--- config.mk ---
export PLATFORM = sky130hd
export DESIGN_NAME = point_in_path_crossing_test_unit
export DESIGN_NICKNAME = d
export VERILOG_FILES = /design/src/design/ppct_pkg.sv /design/src/design/ppct_edge_mul.sv /design/src/design/ppct_parity.sv /design/src/design/point_in_path_crossing_test_unit.sv
export SDC_FILE = /design/constraint.sdc
export NUM_CORES = 2
export LEC_CHECK = 0
export CORE_MARGIN = 1
export CORE_UTILIZATION = 50
export CTS_BUF_LIST = sky130_fd_sc_hd__clkbuf_8
export DETAILED_ROUTE_END_ITERATION = 12
export DONT_BUFFER_PORTS = 1
export GPL_TIMING_DRIVEN = 0
export SLEW_MARGIN = 20
export SYNTH_ARGS = -nofsm -noshare
export SYNTH_HDL_FRONTEND = slang
export SYNTH_SLANG_ARGS = --single-unit
--- constraint.sdc ---
create_clock -name aclk -period 15.7 [get_ports aclk]
set_input_delay 3.14 -clock aclk [delete_from_list [all_inputs] [get_ports aclk]]
set_output_delay 3.14 -clock aclk [all_outputs]
set_load 0.02 [all_outputs]
--- src/design/ppct_pkg.sv ---
// ppct_pkg: shared constants and types for the point-in-path crossing test
// no dependencies; imported by every module of the block
`timescale 1ns / 1ps

package ppct_pkg;

    // apb register map, word index taken from paddr[2]
    localparam int APB_ADDR_W = 3;
    localparam int APB_DATA_W = 32;
    localparam logic REG_TEST_X = 1'b0;
    localparam logic REG_TEST_Y = 1'b1;

    // result word carries only the inside flag in bit 0
    localparam int OUT_TDATA_W = 8;

    // control that travels with the registered edge products
    typedef struct packed {
        logic valid;
        logic straddle;
        logic dy_pos;
        logic last;
    } ppct_edge_ctl_t;

endpackage

--- src/design/ppct_edge_mul.sv ---
// ppct_edge_mul: edge differences, straddle test and the two cross products
// depends on ppct_pkg; registers products and control for the compare stage
`timescale 1ns / 1ps

module ppct_edge_mul #(
    parameter int COORD_WIDTH = 16
) (
    input  logic                           aclk,
    input  logic                           aresetn,
    input  logic                           en,
    input  logic                           in_valid,
    input  logic signed [COORD_WIDTH-1:0]  ax,
    input  logic signed [COORD_WIDTH-1:0]  ay,
    input  logic signed [COORD_WIDTH-1:0]  bx,
    input  logic signed [COORD_WIDTH-1:0]  by,
    input  logic                           draw,
    input  logic                           last,
    input  logic signed [COORD_WIDTH-1:0]  test_x,
    input  logic signed [COORD_WIDTH-1:0]  test_y,
    output ppct_pkg::ppct_edge_ctl_t       ctl,
    output logic signed [2*COORD_WIDTH+1:0] prod_p,
    output logic signed [2*COORD_WIDTH+1:0] prod_b
);
    import ppct_pkg::*;

    localparam int D = COORD_WIDTH + 1;
    localparam int P = 2 * D;

    logic signed [D-1:0] dy;
    logic signed [D-1:0] dxp;
    logic signed [D-1:0] dxb;
    logic signed [D-1:0] dpy;
    logic signed [P-1:0] prod_p_next;
    logic signed [P-1:0] prod_b_next;
    logic signed [P-1:0] prod_p_reg;
    logic signed [P-1:0] prod_b_reg;
    ppct_edge_ctl_t      ctl_next;
    ppct_edge_ctl_t      ctl_reg;

    always_comb begin
        dy  = D'(by) - D'(ay);
        dxp = D'(test_x) - D'(ax);
        dxb = D'(bx) - D'(ax);
        dpy = D'(test_y) - D'(ay);
        prod_p_next = P'(dxp) * P'(dy);
        prod_b_next = P'(dxb) * P'(dpy);
        ctl_next.valid    = in_valid;
        // exactly one end strictly above the test height
        ctl_next.straddle = draw && ((ay > test_y) != (by > test_y));
        ctl_next.dy_pos   = dy > D'(0);
        ctl_next.last     = last;
    end

    always_ff @(posedge aclk) begin
        if (!aresetn) begin
            ctl_reg <= '0;
        end else if (en) begin
            ctl_reg <= ctl_next;
        end
    end

    always_ff @(posedge aclk) begin
        if (en) begin
            prod_p_reg <= prod_p_next;
            prod_b_reg <= prod_b_next;
        end
    end

    assign ctl    = ctl_reg;
    assign prod_p = prod_p_reg;
    assign prod_b = prod_b_reg;

endmodule

--- src/design/ppct_parity.sv ---
// ppct_parity: product compare, crossing parity and the result register
// depends on ppct_pkg; fed by ppct_edge_mul
`timescale 1ns / 1ps

module ppct_parity #(
    parameter int COORD_WIDTH = 16
) (
    input  logic                            aclk,
    input  logic                            aresetn,
    input  logic                            en,
    input  ppct_pkg::ppct_edge_ctl_t        ctl,
    input  logic signed [2*COORD_WIDTH+1:0] prod_p,
    input  logic signed [2*COORD_WIDTH+1:0] prod_b,
    input  logic                            m_tready,
    output logic                            m_tvalid,
    output logic                            inside_flag
);
    import ppct_pkg::*;

    logic left;
    logic toggle;
    logic parity_reg;
    logic parity_next;
    logic out_valid_reg;
    logic out_valid_next;
    logic inside_reg;
    logic inside_next;
    logic flag;

    always_comb begin
        // comparison direction flips with the sign of dy
        left   = ctl.dy_pos ? (prod_p < prod_b) : (prod_b < prod_p);
        toggle = ctl.straddle && left;
        flag   = parity_reg ^ toggle;

        parity_next    = parity_reg;
        out_valid_next = out_valid_reg;
        inside_next    = inside_reg;
        if (m_tready) begin
            out_valid_next = 1'b0;
        end
        if (en && ctl.valid) begin
            if (ctl.last) begin
                parity_next    = 1'b0;
                out_valid_next = 1'b1;
                inside_next    = flag;
            end else begin
                parity_next = flag;
            end
        end
    end

    always_ff @(posedge aclk) begin
        if (!aresetn) begin
            parity_reg    <= 1'b0;
            out_valid_reg <= 1'b0;
        end else begin
            parity_reg    <= parity_next;
            out_valid_reg <= out_valid_next;
        end
    end

    always_ff @(posedge aclk) begin
        inside_reg <= inside_next;
    end

    assign m_tvalid    = out_valid_reg;
    assign inside_flag = inside_reg;

endmodule

--- src/design/point_in_path_crossing_test_unit.sv ---
// point_in_path_crossing_test_unit: even-odd crossing test of a configured point
// a last vertex sets m_tvalid from the result register; one vertex per cycle unless stalled
// pipeline: input register, product register (two multipliers), parity/result register
// the pipeline stalls only while a finished result waits and another one is due
// reset: synchronous active-low aresetn clears test point, previous vertex and parity
// depends on ppct_pkg, ppct_edge_mul, ppct_parity
`timescale 1ns / 1ps

module point_in_path_crossing_test_unit #(
    parameter int COORD_WIDTH = 16
) (
    input  logic                                        aclk,
    input  logic                                        aresetn,
    // s_tdata: vertex_x, vertex_y, zero fill
    input  logic                                        s_tvalid,
    output logic                                        s_tready,
    input  logic [((2*COORD_WIDTH+7)/8)*8-1:0]          s_tdata,
    // s_tuser: mode
    input  logic                                        s_tuser,
    // s_tlast: path_end
    input  logic                                        s_tlast,
    // m_tdata: inside_res, zero fill
    output logic                                        m_tvalid,
    input  logic                                        m_tready,
    output logic [ppct_pkg::OUT_TDATA_W-1:0]            m_tdata,
    input  logic                                        psel,
    input  logic                                        penable,
    input  logic                                        pwrite,
    input  logic [ppct_pkg::APB_ADDR_W-1:0]             paddr,
    input  logic [ppct_pkg::APB_DATA_W-1:0]             pwdata,
    output logic [ppct_pkg::APB_DATA_W-1:0]             prdata,
    output logic                                        pready
);
    import ppct_pkg::*;

    localparam int W = COORD_WIDTH;

    logic signed [W-1:0] test_x_reg;
    logic signed [W-1:0] test_y_reg;
    logic signed [W-1:0] prev_x_reg;
    logic signed [W-1:0] prev_y_reg;
    logic signed [W-1:0] ax_reg;
    logic signed [W-1:0] ay_reg;
    logic signed [W-1:0] bx_reg;
    logic signed [W-1:0] by_reg;
    logic                draw_reg;
    logic                last_reg;
    logic                s0_valid_reg;
    logic signed [W-1:0] in_x;
    logic signed [W-1:0] in_y;
    logic                en;
    logic                accept;
    logic                cfg_wr;
    logic                inside_flag;
    ppct_edge_ctl_t      edge_ctl;
    logic signed [2*W+1:0] prod_p;
    logic signed [2*W+1:0] prod_b;

    assign in_x = s_tdata[W-1:0];
    assign in_y = s_tdata[2*W-1:W];

    // hold everything only when a last word must enter a full result slot
    assign en       = !(edge_ctl.valid && edge_ctl.last && m_tvalid && !m_tready);
    assign s_tready = en;
    assign accept   = s_tvalid && en;

    assign pready = 1'b1;
    assign cfg_wr = psel && penable && pwrite && pready;

    always_ff @(posedge aclk) begin
        if (!aresetn) begin
            test_x_reg <= '0;
            test_y_reg <= '0;
        end else if (cfg_wr) begin
            unique case (paddr[2])
                REG_TEST_X: test_x_reg <= pwdata[W-1:0];
                REG_TEST_Y: test_y_reg <= pwdata[W-1:0];
                default:    test_x_reg <= test_x_reg;
            endcase
        end
    end

    always_comb begin
        unique case (paddr[2])
            REG_TEST_X: prdata = APB_DATA_W'(test_x_reg);
            REG_TEST_Y: prdata = APB_DATA_W'(test_y_reg);
            default:    prdata = '0;
        endcase
    end

    always_ff @(posedge aclk) begin
        if (!aresetn) begin
            s0_valid_reg <= 1'b0;
            prev_x_reg   <= '0;
            prev_y_reg   <= '0;
        end else if (en) begin
            s0_valid_reg <= s_tvalid;
            if (s_tvalid) begin
                // the path restarts at the origin after its last vertex
                prev_x_reg <= s_tlast ? '0 : in_x;
                prev_y_reg <= s_tlast ? '0 : in_y;
            end
        end
    end

    always_ff @(posedge aclk) begin
        if (accept) begin
            ax_reg   <= prev_x_reg;
            ay_reg   <= prev_y_reg;
            bx_reg   <= in_x;
            by_reg   <= in_y;
            draw_reg <= s_tuser;
            last_reg <= s_tlast;
        end
    end

    ppct_edge_mul #(
        .COORD_WIDTH(COORD_WIDTH)
    ) u_edge_mul (
        .aclk     (aclk),
        .aresetn  (aresetn),
        .en       (en),
        .in_valid (s0_valid_reg),
        .ax       (ax_reg),
        .ay       (ay_reg),
        .bx       (bx_reg),
        .by       (by_reg),
        .draw     (draw_reg),
        .last     (last_reg),
        .test_x   (test_x_reg),
        .test_y   (test_y_reg),
        .ctl      (edge_ctl),
        .prod_p   (prod_p),
        .prod_b   (prod_b)
    );

    ppct_parity #(
        .COORD_WIDTH(COORD_WIDTH)
    ) u_parity (
        .aclk        (aclk),
        .aresetn     (aresetn),
        .en          (en),
        .ctl         (edge_ctl),
        .prod_p      (prod_p),
        .prod_b      (prod_b),
        .m_tready    (m_tready),
        .m_tvalid    (m_tvalid),
        .inside_flag (inside_flag)
    );

    assign m_tdata = OUT_TDATA_W'(inside_flag);

endmodule

==> metrics.txt <==
status=completed; EDFF count, synth=135; setup fix buffers added after clock tree synthesis=0; endpoint arrival time on the critical path=10,710 ps; critical-path maximum fanout=10; final number of setup-violating endpoints=0; post-route fraction of the period consumed by the critical path=66.0%; initial antenna violation count=2; Top delay family on crit path=adder cells; Overflow after GRT=0; worst endpoint required time=16,040 ps; Seq cells post-synth=206; antenna-violating nets left=0; first-pass iteration count of the detailed router=6; Worst Hold Path Cells=0; synthesized cell area=33,400 sq um; met2 Resource Use GR=47.2%; leading cell type by number of instances after synthesis=inv_1; time the final worst path needs with I/O delays and setup=10,360 ps; Hold WC Path Type=reg -> reg; synth top area cells=fa_1 36%, edfxtp_1 12%, ha_1 11%; clock slew at the register clock pins of the worst setup and hold paths=60 ps; headroom to the max-slew limit=16.2%; post-synthesis cell type count=82; maximum achievable frequency=96.5 MHz; maximum root-to-sink buffer count=3; ranking of synthesized cells by instance count=723 x inv_1, 596 x fa_1, 412 x nand2_1, 284 x ha_1, 252 x nor2_1; maximum clock skew at final layout=47.9 ps; Routed WL=102,000 um; actual transition at the worst max-transition pin=1250 ps; floorplan die area=67,900 sq um; fraction of met1 tracks used by global routing=44.0%; unrepaired setup endpoints after global routing=false; Detailed Place HPWL=86,700 um; latest clock arrival within the worst-skew pair=610 ps; Worst Reg2Reg Path Length in Cells=32; top-area cell type share of the netlist area=35.7%; layout cells sized above 1=4.46%; final-report hold violation count=0; Max stage delay on crit path=850 ps; busiest layer in global routing=met2; Crit path depth=32; max-cap violation count=0; area growth from synthesis to final layout=6.13%; cell type with the highest aggregate area in the netlist=fa_1; Final Wtd Congestion=1.01; TritonCTS clock tree=done; Site Rows=94; classification of the worst setup path=reg -> reg; number of DRC violations after detailed-routing iteration 0=1,726; initial standard-cell utilization of the core=50.6%; Total Nets Final=4,561; library cell appearing most often on the critical path=fa_1; via density per instance=5.55; H-tree levels=2; count of boundary I/O pins=119; area of the core=66,000 sq um; wire length of the first global-routing pass=156,000 um; via count of the first global-routing pass=25,992; overall global routing resource usage=31.1%; Antenna Cells=0; Routed WL per cell=22.7 um; Die Span X=261 um; total of buffers placed on input and output ports=0; critical path launch point type=flop; die span in y=261 um; buffering stage count on the worst path with inverters included=7; primary flip-flop cell chosen by synthesis mapping=edfxtp_1; proportion of register bits with asynchronous set or reset after synthesis=0%; count of warnings emitted by yosys=0; routed via count=24,963; average instance area after synthesis=9.40 sq um; cts hold-fix bufs=0; clock tree root buffer cell=clkbuf_8; Clock Sink Count=206; number of clock buffers inserted by TritonCTS=38; cts repair resizes=0; pin count of the biggest net entering global routing=65; Critical Path End Type=flop; number of design rule violations left after detail routing=0; post-route setup TNS=0 ps; number of pins exceeding their max-slew limit in the final report=0; GR Util met3=6.92%; Syn Inst Count=3,556; CP max stage cell=xor2_1; sequential element share of the synthesized area=16.4%
-- cell usage in the layout, fill, tap and decap left out, types with 7 or more instances in the layout --
cell / instances
inv_1: 737
fa_1: 596
nand2_1: 412
ha_1: 284
nor2_1: 252
edfxtp_1: 135
a21oi_1: 127
clkbuf_1: 84
xnor2_1: 83
dfxtp_1: 71
nor2b_1: 68
and2_1: 62
o21ai_0: 56
a21boi_0: 41
nor3_1: 40
a21o_1: 39
clkbuf_8: 39
nand3_1: 38
nor3b_1: 36
xor2_1: 35
nand2b_1: 32
buf_4: 27
o21a_1: 26
a31oi_1: 18
or2_2: 18
o211ai_1: 16
and3_1: 15
mux2_2: 15
nand4_1: 14
or3_1: 13
a211oi_1: 13
a211o_1: 12
xnor2_2: 11
buf_2: 10
o21bai_1: 9
and4_1: 9
o31ai_1: 8
conb_1: 8
o31a_1: 7
mux2i_1: 7
-- layout make-up --
type / instances / area (sq um)
well taps: 864 / 1080
plain buffers: 127 / 594
flip-flops and latches: 206 / 5480
clock buffers: 39 / 537
clock inverters: 31 / 195
fillers: 6074 / 30500
inverters: 723 / 2720
multi-input cells: 2506 / 24800
repair buffers: 3 / 62.6
-- path summary, 6_finish.rpt --
path,from,slack (ps),to
worst max-delay path,ax_reg[0],5340,u_edge_mul.prod_p[33]
worst min-delay path,prev_x_reg[14],430,ax_reg[14]
worst max register to register,ax_reg[0],5340,u_edge_mul.prod_p[33]
worst min register to register,prev_x_reg[14],430,ax_reg[14]
-- metrics by stage --
stage          cells  worst slack (ps)  hold WS (ps)  instance area (sq um)  utilization [%]
4_1_cts         4499              5430           429                  35400             53.7
3_5_place_dp    4429              5440           419                  34700             52.6
3_3_place_gp    4426              5560           417                  34500             52.3
6_report        4499              5340           429                  35500             53.7
5_1_grt         4499              4880           442                  35500             53.7
2_1_floorplan   3562              7540           409                  33400                -
-- routing by layer --
metal	vias up	routed length [um]
met3	148	8840
li1	11254	-
met1	12631	45400
met2	930	44400
met4	0	3620
met5	-	0
-- logic make-up (layout without fill, tap and decap cells) --
group	after synthesis	in the layout	synth area share (%)
other	2	8	0.0225
xor gates and xnor gates	135	135	3.59
AOI/OAI and AO/OA	430	430	8.68
buffers and inverters	850	923	9.90
muxes	22	22	0.715
and+or+nand+nor	1031	1031	14.4
DFF	206	206	16.4
adders and majority gates	880	880	46.3
Power is left out: the tool's default activity adds up to more than one toggle a clock period on the data nets, which glitch-free logic cannot reach.
